<file path="config.mk">
export PLATFORM = sky130hd
export DESIGN_NAME = vse_controller
export DESIGN_NICKNAME = d
export VERILOG_FILES = /design/src/hdl/vector_similarity_engine_macros.svh /design/src/hdl/vse_pkg.sv /design/src/hdl/vse_controller.sv
export SDC_FILE = /design/constraint.sdc
export NUM_CORES = 1
export LEC_CHECK = 0
export ABC_AREA = 1
export BUFFER_PORTS_ARGS = -buffer_cell sky130_fd_sc_hd__buf_2
export CORE_AREA = 2 2 43 45
export CTS_BUF_LIST = sky130_fd_sc_hd__clkbuf_16
export CTS_CLUSTER_DIAMETER = 120
export DETAILED_ROUTE_END_ITERATION = 7
export DIE_AREA = 0 0 45 47
export HOLD_SLACK_MARGIN = 0.05
export PLACE_DENSITY = 0.8
export SETUP_SLACK_MARGIN = 0.05
export SLEW_MARGIN = 20
export SYNTH_ARGS = -nofsm -noshare
export SYNTH_HDL_FRONTEND = slang
export SYNTH_SLANG_ARGS = --single-unit
</file>
<file path="constraint.sdc">
create_clock -name clk -period 2.5 [get_ports clk]
set_input_delay 0.25 -clock clk [delete_from_list [all_inputs] [get_ports clk]]
set_output_delay 0.25 -clock clk [all_outputs]
set_load 0.05 [all_outputs]
</file>
<file path="src/hdl/vector_similarity_engine_macros.svh">
// assertion macros for the checks of this block
`ifndef VECTOR_SIMILARITY_ENGINE_MACROS_SVH
`define VECTOR_SIMILARITY_ENGINE_MACROS_SVH

// same-cycle implication
`define VSE_ASSERT_NOW(label, ante, cons) \
  label: assert property (@(posedge clk) disable iff (rst) (ante) |-> (cons)) \
    else $error("vector_similarity_engine check failed");

// next-cycle implication
`define VSE_ASSERT_NEXT(label, ante, cons) \
  label: assert property (@(posedge clk) disable iff (rst) (ante) |=> (cons)) \
    else $error("vector_similarity_engine check failed");

`endif

</file>
<file path="src/hdl/vse_pkg.sv">
`default_nettype none
package vse_pkg;
  localparam int ELEM_WIDTH = 16;
  localparam int ELEM_FRAC  = 12;
  localparam int ACC_WIDTH  = 44;
  localparam int SQRT_STEPS = 26;
  localparam int MUL_STEPS  = ACC_WIDTH;
  localparam int COS_BITS   = 17;
  localparam int IDX_W      = 5;
  localparam int CNT_W      = 6;

  localparam logic [1:0] ST_OK   = 2'd0;
  localparam logic [1:0] ST_ZERO = 2'd1;
  localparam logic [1:0] ST_SAT  = 2'd2;

  typedef enum logic [1:0] {
    SEL_EUCLID,
    SEL_ZERO,
    SEL_COSINE
  } sel_t;

  typedef struct packed {
    logic             accept;
    logic             clear;
    logic             sqrt_init;
    logic             sqrt_step;
    logic             mul_init;
    logic             mul_step;
    logic             cos_step;
    logic             load_out;
    sel_t             sel;
    logic [IDX_W-1:0] idx;
  } cmd_t;

  typedef struct packed {
    logic cos_mode;
    logic zero_norm;
  } stat_t;
endpackage
`default_nettype wire

</file>
<file path="src/hdl/vse_controller.sv">
`default_nettype none
module vse_controller (
  input  wire logic           clk,
  input  wire logic           rst,
  input  wire logic           in_valid,
  input  wire logic           last_element,
  output logic                in_stall,
  output logic                out_valid,
  input  wire logic           out_stall,
  input  wire vse_pkg::stat_t stat,
  output vse_pkg::cmd_t       cmd
);
  import vse_pkg::*;

  typedef enum logic [2:0] {
    S_IDLE,
    S_LAST,
    S_DECIDE,
    S_SQRT,
    S_MUL,
    S_COS,
    S_LOAD
  } state_t;

  state_t           state;
  logic [CNT_W-1:0] cnt;
  sel_t             sel;
  logic             out_free;

  assign in_stall = (state != S_IDLE);
  assign out_free = !out_valid || !out_stall;

  always_comb begin
    cmd           = '0;
    cmd.sel       = sel;
    cmd.idx       = cnt[IDX_W-1:0];
    cmd.accept    = (state == S_IDLE) && in_valid;
    cmd.sqrt_step = (state == S_SQRT);
    cmd.mul_step  = (state == S_MUL);
    cmd.cos_step  = (state == S_COS);
    cmd.load_out  = (state == S_LOAD) && out_free;
    cmd.clear     = cmd.load_out;
    if (state == S_DECIDE) begin
      cmd.sqrt_init = !stat.cos_mode;
      cmd.mul_init  = stat.cos_mode && !stat.zero_norm;
    end
  end

  always_ff @(posedge clk) begin
    if (rst) begin
      state     <= S_IDLE;
      out_valid <= 1'b0;
      cnt       <= '0;
      sel       <= SEL_EUCLID;
    end else begin
      if (cmd.load_out) out_valid <= 1'b1;
      else if (!out_stall) out_valid <= 1'b0;
      case (state)
        S_IDLE: begin
          if (in_valid && last_element) state <= S_LAST;
        end
        S_LAST: state <= S_DECIDE;
        S_DECIDE: begin
          if (!stat.cos_mode) begin
            sel   <= SEL_EUCLID;
            cnt   <= CNT_W'(SQRT_STEPS - 1);
            state <= S_SQRT;
          end else if (stat.zero_norm) begin
            sel   <= SEL_ZERO;
            state <= S_LOAD;
          end else begin
            sel   <= SEL_COSINE;
            cnt   <= CNT_W'(MUL_STEPS - 1);
            state <= S_MUL;
          end
        end
        S_SQRT: begin
          cnt <= cnt - 1'b1;
          if (cnt == '0) state <= S_LOAD;
        end
        S_MUL: begin
          if (cnt == '0) begin
            cnt   <= CNT_W'(COS_BITS - 1);
            state <= S_COS;
          end else begin
            cnt <= cnt - 1'b1;
          end
        end
        S_COS: begin
          cnt <= cnt - 1'b1;
          if (cnt == '0) state <= S_LOAD;
        end
        S_LOAD: begin
          if (out_free) state <= S_IDLE;
        end
        default: state <= S_IDLE;
      endcase
    end
  end
endmodule
`default_nettype wire

</file>
==> flow_metrics.env, run 1 <==
export IMPL_cts_buffers=3
export IMPL_ant_nets=0
export IMPL_synth_top_area_cell="dfxtp_1"
export IMPL_ir_drop_uv=829
export IMPL_synth_common_cells="nand2_1 (37), nor2_1 (19), inv_1 (17), dfxtp_1 (12), nand3_1 (12)"
export IMPL_fp_row_count=15
export IMPL_cpPeakStageDelay_ns=0.43
export IMPL_drive_gt1_share_pct=27.2
export IMPL_finalClockSkew_ns=0.00165
export IMPL_dieArea_mm2=0.00212
export IMPL_grt_max_degree=9
export IMPL_grt_first_pass_wirelength_mm=3.21
export IMPL_synth_flop_cell="dfxtp_1"
export IMPL_leakage_uw=0.000595
export IMPL_cpLargestDelayFamily="flip-flops"
export IMPL_wl_per_cell_um=11.1
export IMPL_max_freq_mhz=578
export IMPL_drt_vias_per_instance=5.14
export IMPL_cap_violations=0
export IMPL_die_w_um=45
export IMPL_max_slew_margin_rel_pct=77.1
export IMPL_core_mm2=0.00165
export IMPL_dr_pass1_iters=4
export IMPL_synth_top_area_share_pct=27.9
export IMPL_ys_types=19
export IMPL_fin_crit_sh_pct=69.2
export IMPL_grt_pass1_vias=757
export IMPL_clk_pin_slew_ns=0.05
export IMPL_drt_total_wl_mm=1.95
export IMPL_synth_area_leaders="dfxtp_1 (28%), nand2_1 (16%), nor2_1 (8.3%)"
export IMPL_clockRootBuffer="clkbuf_16"
export IMPL_start_util_pct=52.0
export IMPL_timing_final_crit_period_ns=1.73
export IMPL_critPathLaunchType="flop"
export IMPL_reg2reg_slack_ns=1.09
export IMPL_p_per_area_mw_per_mm2=1440
export IMPL_fin_cells=175
export IMPL_nNetsFinal=168
export IMPL_syn2layout_area_growth_pct=19.8
export IMPL_drtIter0Drc=19
export IMPL_synth_edff_count=0
export IMPL_nFillCells=152
export IMPL_totalNegativeSetupSlack_ns=0
export IMPL_crit_fanout=6
export IMPL_io_buffers=23
export IMPL_worst_pin_slew_ns=0.343
export IMPL_cpMaxStageDelayCell="dfxtp_1"
export IMPL_gp_congestion=0.983
export IMPL_pre_cts_ws_ns=1.05
export IMPL_total_power_uw=1490
export IMPL_ys_ff_latch=12
export IMPL_worst_slack_ns=0.770
export IMPL_path_class="reg -> out"
export IMPL_yosysMostFrequentCell="nand2_1"
export IMPL_cts_tree="yes"
export IMPL_antenna_found_initial=0
export IMPL_worstPathArrival_ns=1.48
export IMPL_clock_path_buffers=2
export IMPL_die_y_um=47
export IMPL_async_flop_share_pct=0
export IMPL_finalSetupViolCount=0
export IMPL_htree_levels=1
export IMPL_io_pins=24
export IMPL_run_status="complete, no violations"
export IMPL_syn_area_um2=860
export IMPL_clock_sinks=12
export IMPL_hold_viol_final=0
export IMPL_report_final_slew_viol_count=0
export IMPL_overflow=0
export IMPL_grt_use_total_pct=20.8
export IMPL_drc_errors=0
export IMPL_cts_resized=0
export IMPL_dp_cells=171
export IMPL_dr_total_vias=900
export IMPL_insertion_delay_ns=0.24
export IMPL_setup_worst_path_end_class="output port"
export IMPL_cp_cell_sequence="inv_2, nor3_4, nand2_1, nor2_1, buf_2"
export IMPL_hpwlAfterDp_mm=1.44
export IMPL_rsz0062_at_grt="no"
export IMPL_path_buf_inv=2
export IMPL_synth_cells=137
export IMPL_fin_util_pct=62.3
export IMPL_cts_setup_buffers=0
export IMPL_hold_path_class="in -> reg"
export IMPL_syn_nets=146
export IMPL_n_antenna_cell=0
export IMPL_ctsHoldBuffers=0
export IMPL_required_ns=2.25
export IMPL_ys_warn_count=0
export IMPL_synth_seq_area_share_pct=27.9
export IMPL_syn_avg_cell_area_um2=6.27
==> placed cells by master (no fill, tap or decap) <==
master / n
o21ai_0: 2
dfxtp_1: 12
nor3_4: 1
inv_1: 17
buf_2: 23
clkinv_1: 1
o21ai_1: 2
nor2_2: 2
nor2_8: 1
inv_2: 4
a21oi_2: 1
o21ai_2: 1
clkbuf_16: 3
nand2_2: 5
nand2_1: 37
ha_1: 2
nor2_1: 19
nand3_1: 12
nand3_2: 2
a21oi_1: 9
xor2_1: 2
==> worst paths after layout <==
check	depth (start not counted)	start	endpoint
worst max-delay path	5	state[1]	cmd[10]
worst min-delay path	2	rst	sel[0]
worst max register to register	7	state[2]	cnt[3]
worst min register to register	2	sel[0]	sel[0]
==> per-layer routing <==
layer | vias up | GRT usage, % | part of all wire (%)
met4 | 0 | 8.82 | 1.1
met2 | 25 | 33.7 | 49
li1 | 461 | - | -
met3 | 4 | 4.62 | 5.3
met1 | 410 | 26.9 | 44
met5 | - | 0 | 0
==> worst register-to-register path, delay by kind of cell, from the launching register on <==
kind | cells | cell delay [ns]
AOI/OAI and AO/OA | 1 | 0.14
buffers and inverters | 1 | 0.11
DFF | 1 | 0.50
and+or+nand+nor | 5 | 0.55
==> registers in the layout, summed over array words and instances, names as in the netlist <==
name	flops
out_valid	1
sel	2
state	3
cnt	6
==> power by group <==
group	internal (µW)	total (µW)	switching (µW)
Clock	211	298	87.5
Combinational	249	871	622
Sequential	246	318	71.7
==> cells by family after synthesis <==
kind of cell / count (synthesis) / synth area share (%)
AND/OR/NAND/NOR: 79 / 43.1
buffers and inverters: 27 / 14.4
AO/OA/AOI/OAI: 15 / 9.61
flip-flops: 12 / 27.9
XOR/XNOR: 2 / 2.04
adder cells (fa/ha/maj): 2 / 2.91
==> layout make-up <==
cell class | instances | area [µm²] | area share, %
well taps | 17 | 21.3 | 2.07
multi-input cells | 98 | 495 | 48.1
inverters | 21 | 78.8 | 7.65
repair buffers | 23 | 115 | 11.2
clock buffers | 3 | 75.1 | 7.29
flip-flops and latches | 12 | 240 | 23.3
clock inverters | 1 | 3.75 | 0.365
==> through the flow <==
stage | hold WS, ns | instance area (µm²)
after floorplan | 0.319 | 860
after global placement | 0.458 | 951
after detailed placement | 0.462 | 951
after CTS | 0.293 | 1030
after global routing | 0.308 | 1030
final | 0.296 | 1030
No activity file was read; power rests on OpenSTA's default activity.
==> run 2, diff against run 1 <==
--- a/config.mk
+++ b/config.mk
@@ -5,15 +5,15 @@
 export SDC_FILE = /design/constraint.sdc
 export NUM_CORES = 1
 export LEC_CHECK = 0
-export ABC_AREA = 1
+export ABC_AREA = 0
 export BUFFER_PORTS_ARGS = -buffer_cell sky130_fd_sc_hd__buf_2
-export CORE_AREA = 2 2 43 45
+export CORE_AREA = 2 2 45 47
 export CTS_BUF_LIST = sky130_fd_sc_hd__clkbuf_16
 export CTS_CLUSTER_DIAMETER = 120
 export DETAILED_ROUTE_END_ITERATION = 7
-export DIE_AREA = 0 0 45 47
+export DIE_AREA = 0 0 47 49
 export HOLD_SLACK_MARGIN = 0.05
-export PLACE_DENSITY = 0.8
+export PLACE_DENSITY = 0.75
 export SETUP_SLACK_MARGIN = 0.05
 export SLEW_MARGIN = 20
 export SYNTH_ARGS = -nofsm -noshare
==> constraint.sdc (replaced) <==
create_clock -name clk -period 1.75 [get_ports clk]
set_input_delay 0.175 -clock clk [delete_from_list [all_inputs] [get_ports clk]]
set_output_delay 0.175 -clock clk [all_outputs]
set_load 0.05 [all_outputs]
==> run 2 against run 1 <==
Net effect:
- count of clock-buffer cells in the layout unchanged
- via count fell by 0.67%
- clock power rose by 40%
- highest routed layer unchanged
- hold slack lost 0.070 ns
==> flow_metrics.env, run 2 <==
export IMPL_run_status="complete, no violations"
export IMPL_drt_vias_per_instance=5.62
export IMPL_hold_viol_final=0
export IMPL_core_mm2=0.00184
export IMPL_io_pins=24
export IMPL_start_util_pct=47.6
export IMPL_top_register="cnt"
export IMPL_io_buffers=23
export IMPL_hpwlAfterDp_mm=1.59
export IMPL_syn_avg_cell_area_um2=7.89
export IMPL_synth_seq_area_share_pct=27.4
export IMPL_internal_power_uw=1170
export IMPL_min_to="out_valid"
export IMPL_leakage_uw=0.000480
export IMPL_wl_per_cell_um=13.5
export IMPL_fin_util_pct=60.4
export IMPL_finalSetupViolCount=0
export IMPL_clock_sinks=12
export IMPL_crit_fanout=12
export IMPL_synth_top_area_cell="dfxtp_1"
export IMPL_worstPathArrival_ns=1.44
export IMPL_cpPeakStageDelay_ns=0.45
export IMPL_nNetsFinal=142
export IMPL_worst_slack_ns=0.135
export IMPL_synth_common_cells="dfxtp_1 (12), a21oi_1 (9), nor2_1 (9), inv_1 (8), buf_4 (6)"
export IMPL_htree_levels=1
export IMPL_syn2layout_area_growth_pct=27.0
export IMPL_worst_pin_slew_ns=0.295
export IMPL_grt_first_pass_wirelength_mm=3.47
export IMPL_antenna_found_initial=0
export IMPL_max_slew_margin_rel_pct=80.3
export IMPL_cts_tree="yes"
export IMPL_ys_ff_latch=12
export IMPL_totalNegativeSetupSlack_ns=0
export IMPL_rr_endpoint="cnt[3]"
export IMPL_swShare_pct=50.1
export IMPL_insertion_delay_ns=0.24
export IMPL_gp_congestion=0.815
export IMPL_pre_cts_ws_ns=0.177
export IMPL_ff2ff_path_depth=5
export IMPL_synth_top_area_share_pct=27.4
export IMPL_die_y_um=49
export IMPL_n_antenna_cell=0
export IMPL_setup_worst_path_end_class="output port"
export IMPL_die_w_um=47
export IMPL_grt_use_total_pct=19.9
export IMPL_reg_top3="cnt: 6 flops, state: 3 flops, sel: 2 flops"
export IMPL_drc_errors=0
export IMPL_drive_gt1_share_pct=36.4
export IMPL_overflow=0
export IMPL_fin_crit_sh_pct=92.3
export IMPL_r2r_start="cnt[0]"
export IMPL_cpLargestDelayFamily="flip-flops"
export IMPL_syn_area_um2=876
export IMPL_synth_edff_count=0
export IMPL_total_power_uw=2350
export IMPL_yosysMostFrequentCell="dfxtp_1"
export IMPL_syn_nets=120
export IMPL_hold_path_class="in -> reg"
export IMPL_switchingPower_uw=1180
export IMPL_p_seq_share_pct=19.8
export IMPL_path_buf_inv=1
export IMPL_finalClockSkew_ns=0.000994
export IMPL_critPathLaunchType="flop"
export IMPL_synth_flop_cell="dfxtp_1"
export IMPL_clk_pin_slew_ns=0.04
export IMPL_comb_power_share_pct=62.4
export IMPL_grt_pass1_vias=824
export IMPL_clockRootBuffer="clkbuf_16"
export IMPL_largest_reg_flops=6
export IMPL_grt_max_degree=14
export IMPL_clock_path_buffers=2
export IMPL_hp_start="out_stall"
export IMPL_ir_drop_uv=1090
export IMPL_cap_violations=0
export IMPL_final_cell_mix="buf_2 (22), dfxtp_1 (10), a21oi_1 (9)"
export IMPL_cts_buffers=3
export IMPL_dr_total_vias=894
export IMPL_fp_row_count=16
export IMPL_async_flop_share_pct=0
export IMPL_ant_nets=0
export IMPL_path_class="reg -> out"
export IMPL_synth_area_leaders="dfxtp_1 (27%), a21oi_1 (5.1%), buf_4 (5.1%)"
export IMPL_fin_cells=159
export IMPL_max_freq_mhz=619
export IMPL_timing_final_crit_period_ns=1.61
export IMPL_drtIter0Drc=19
export IMPL_cpMaxStageDelayCell="dfxtp_2"
export IMPL_min_path_cells=3
export IMPL_ys_types=40
export IMPL_report_final_slew_viol_count=0
export IMPL_dr_pass1_iters=4
export IMPL_layout_commonest_cell="buf_2"
export IMPL_dp_cells=155
export IMPL_reg2reg_slack_ns=0.24
export IMPL_cp_cell_sequence="a21bo_2, nor3b_4, buf_2"
export IMPL_synth_cells=111
export IMPL_dieArea_mm2=0.00230
export IMPL_rsz0062_at_grt="no"
export IMPL_ys_warn_count=0
export IMPL_required_ns=1.57
export IMPL_drt_total_wl_mm=2.14
export IMPL_p_per_area_mw_per_mm2=2110
export IMPL_power_frac_clock_pct=17.8
==> run 2: cell count changes after synthesis, sizes merged, moves of 4 or more <==
| cell | previous run | this run |
|---|---|---|
| inv | 21 | 8 |
| nor2 | 22 | 9 |
| nand3 | 14 | 4 |
| nand2 | 42 | 4 |
| nand2b | 0 | 4 |
==> run 2: area by class of cell <==
cell class | instances | area, µm²
well taps | 27 | 33.8
multi-input cells | 81 | 579
inverters | 8 | 30.0
repair buffers | 27 | 148
fillers | 187 | 729
flip-flops and latches | 12 | 243
clock inverters | 1 | 3.75
clock buffers | 3 | 75.1
==> run 2: worst max-delay path by stage <==
stage | start | slack [ns] | cells after the start | end
2_1_floorplan | state[1] | -0.04 | 4 | cmd[13]
3_3_place_gp | state[2] | 0.22 | 4 | cnt[4]
3_5_place_dp | state[2] | 0.18 | 4 | cnt[3]
4_1_cts | state[2] | 0.06 | 5 | cmd[10]
5_1_grt | state[1] | 0.05 | 3 | cmd[13]
6_report | state[1] | 0.14 | 3 | cmd[13]
==> run 2: per-layer routing <==
layer	track usage (%)	up-vias	wire [µm]
li1	-	444	-
met1	24.0	414	945
met2	34.2	30	1030
met3	3.33	6	123
met4	6.48	0	44
met5	0	-	0
==> run 2: kinds of logic after synthesis <==
logic type / Yosys count / share of synthesized area, %
DFF: 12 / 27.4
buffers and inverters: 18 / 10.6
and+or+nand+nor: 42 / 27.7
AOI/OAI and AO/OA: 37 / 31.4
adders and majority gates: 2 / 2.86
==> run 2: worst reg2reg max path, delay by kind of cell, from the launching register on <==
family | cells | cell delay (ns)
buffers and inverters | 1 | 0.12
and+or+nand+nor | 1 | 0.18
AOI/OAI and AO/OA | 2 | 0.52
adders and majority gates | 1 | 0.23
DFF | 1 | 0.37
==> run 2: what timing repair did <==
item                                    in CTS  in global routing
pin swaps                                    0                  0
gates resized for setup                      2                  4
hold buffers                                 0                  0
endpoints found under the setup margin       3                  4
buffers inserted                             0                  0
==> run 2: through the flow <==
stage	hold slack, ns	area (µm²)
after floorplan	0.318	900
after global placement	0.455	1020
after detailed placement	0.467	1020
after CTS	0.224	1100
after global routing	0.262	1110
final	0.226	1110
==> run 2: power groups by stage <==
stage / clock network, µW / logic (µW) / registers [µW]
6_report: 418 / 1470 / 466
2_1_floorplan: 0 / 1190 / 443
5_1_grt: 442 / 1580 / 477
3_5_place_dp: 0 / 1430 / 459
4_1_cts: 425 / 1440 / 459
3_3_place_gp: 0 / 1410 / 451
==> run 3, diff against run 2 <==
--- a/config.mk
+++ b/config.mk
@@ -12,6 +12,7 @@
 export CTS_CLUSTER_DIAMETER = 120
 export DETAILED_ROUTE_END_ITERATION = 7
 export DIE_AREA = 0 0 47 49
+export GPL_TIMING_DRIVEN = 0
 export HOLD_SLACK_MARGIN = 0.05
 export PLACE_DENSITY = 0.75
 export SETUP_SLACK_MARGIN = 0.05
==> run 3 against run 2 <==
Net effect:
- final cell count grew 3.1%
- worst setup slack lost 0.034 ns
- count of clock-buffer cells in the layout is the same
- sequential power shrank 3%
- first-iteration DRC count grew 53%
- highest routed layer unchanged
==> flow_metrics.env, run 3 (synthesis gave the netlist of run 2 again) <==
export IMPL_drc_errors=0
export IMPL_cts_tree="yes"
export IMPL_max_slew_margin_rel_pct=63.3
export IMPL_worst_pin_slew_ns=0.547
export IMPL_ant_nets=0
export IMPL_io_buffers=23
export IMPL_ctsHoldBuffers=0
export IMPL_insertion_delay_ns=0.24
export IMPL_cap_violations=0
export IMPL_p_per_area_mw_per_mm2=2070
export IMPL_drive_gt1_share_pct=38.0
export IMPL_top_register="cnt"
export IMPL_report_final_slew_viol_count=0
export IMPL_grt_use_total_pct=21.8
export IMPL_ir_drop_uv=1090
export IMPL_crit_fanout=10
export IMPL_total_power_uw=2400
export IMPL_wl_per_cell_um=13.9
export IMPL_finalClockSkew_ns=0.000780
export IMPL_n_antenna_cell=0
export IMPL_register_area_um2=245
export IMPL_dieArea_mm2=0.00230
export IMPL_timing_final_crit_period_ns=1.65
export IMPL_totalNegativeSetupSlack_ns=0
export IMPL_grt_max_degree=11
export IMPL_placed_cell_area_mm2=0.00105
export IMPL_drt_vias_per_instance=5.71
export IMPL_die_y_um=49
export IMPL_core_mm2=0.00184
export IMPL_swShare_pct=49.9
export IMPL_hold_path_class="in -> reg"
export IMPL_die_w_um=47
export IMPL_clock_sinks=12
export IMPL_path_class="reg -> out"
export IMPL_worstPathArrival_ns=1.47
export IMPL_p_seq_share_pct=18.9
export IMPL_run_status="complete, no violations"
export IMPL_power_frac_clock_pct=17.2
export IMPL_syn2layout_area_growth_pct=32.3
export IMPL_dr_pass1_iters=4
export IMPL_reg_top3="cnt: 6 flops, state: 3 flops, sel: 2 flops"
export IMPL_critPathLaunchType="flop"
export IMPL_clockRootBuffer="clkbuf_16"
export IMPL_largest_reg_flops=6
export IMPL_reg2reg_slack_ns=0.22
export IMPL_nNetsFinal=148
export IMPL_max_freq_mhz=607
export IMPL_cts_buffers=3
export IMPL_dr_total_vias=936
export IMPL_cts_resized=8
export IMPL_htree_levels=1
export IMPL_final_area_mm2=0.00116
export IMPL_overflow=0
export IMPL_fin_crit_sh_pct=94.2
export IMPL_final_cell_mix="buf_2 (21), dfxtp_1 (10), a21oi_1 (9)"
export IMPL_switchingPower_uw=1200
export IMPL_rsz0062_at_grt="no"
export IMPL_io_pins=24
export IMPL_clock_path_buffers=2
export IMPL_grt_first_pass_wirelength_mm=3.72
export IMPL_leakage_uw=0.000508
export IMPL_drt_total_wl_mm=2.29
export IMPL_clk_pin_slew_ns=0.04
export IMPL_grt_pass1_vias=821
export IMPL_hpwlAfterDp_mm=1.62
export IMPL_drtIter0Drc=29
export IMPL_start_util_pct=47.6
export IMPL_nFillCells=170
export IMPL_hold_viol_final=0
export IMPL_fp_row_count=16
export IMPL_antenna_found_initial=0
export IMPL_gp_congestion=0.902
export IMPL_multi_input_area_um2=572
export IMPL_finalSetupViolCount=0
export IMPL_comb_power_share_pct=64.0
export IMPL_layout_commonest_cell="buf_2"
export IMPL_cts_setup_buffers=0
export IMPL_setup_worst_path_end_class="output port"
export IMPL_required_ns=1.57
export IMPL_internal_power_uw=1200
-- run 3: changes by cell type in the layout (fill, tap and decap cells not counted), sizes merged --
cell,previous run,this run
clkbuf,4,5
clkinv,1,0
buf,26,31
-- run 3: final cells by class --
class | instances | share of cell area (%)
repair buffers | 23 | 11.2
inverters | 8 | 2.59
clock buffers | 3 | 6.48
flip-flops and latches | 12 | 21.2
multi-input cells | 81 | 49.4
well taps | 27 | 2.92
plain buffers | 10 | 6.26
-- run 3: critical path, stage by stage, from the launching register on --
cell and delay [ns]:
dfxtp_4 0.36, buf_6 0.14, a21bo_2 0.27, nor3b_4 0.19, buf_4 0.13, buf_6 0.14
-- run 3: worst paths after layout --
path | cells past startpoint | start | to
worst max register to register | 6 | cnt[0] | state[1]
worst min-delay path | 3 | out_stall | out_valid
worst min register to register | 2 | sel[0] | sel[0]
worst max-delay path | 5 | state[1] | cmd[13]
-- run 3: power by group through the flow --
stage               Sequential, µW  Clock, µW  Combinational [µW]
finish                         452        411                1530
global route                   468        432                1640
CTS                            442        420                1510
detailed placement             442          0                1470
global placement               440          0                1440
floorplan                      443          0                1190
-- run 3: per-stage QoR --
stage / setup WS (ns) / hold WS, ns / cells / util [%]
floorplan: -0.0443 / 0.318 / 111 / -
global placement: 0.156 / 0.454 / 161 / 56.9
detailed placement: 0.116 / 0.467 / 161 / 56.9
CTS: 0.0642 / 0.220 / 164 / 62.1
global route: 0.0588 / 0.262 / 164 / 62.9
finish: 0.101 / 0.216 / 164 / 62.9
-- run 3: routing by layer --
| metal | routed length (µm) | global-route usage, % |
|---|---|---|
| met5 | 0 | 0 |
| met3 | 99 | 3.70 |
| met1 | 1060 | 30.0 |
| met2 | 1060 | 32.0 |
| met4 | 62 | 10.6 |
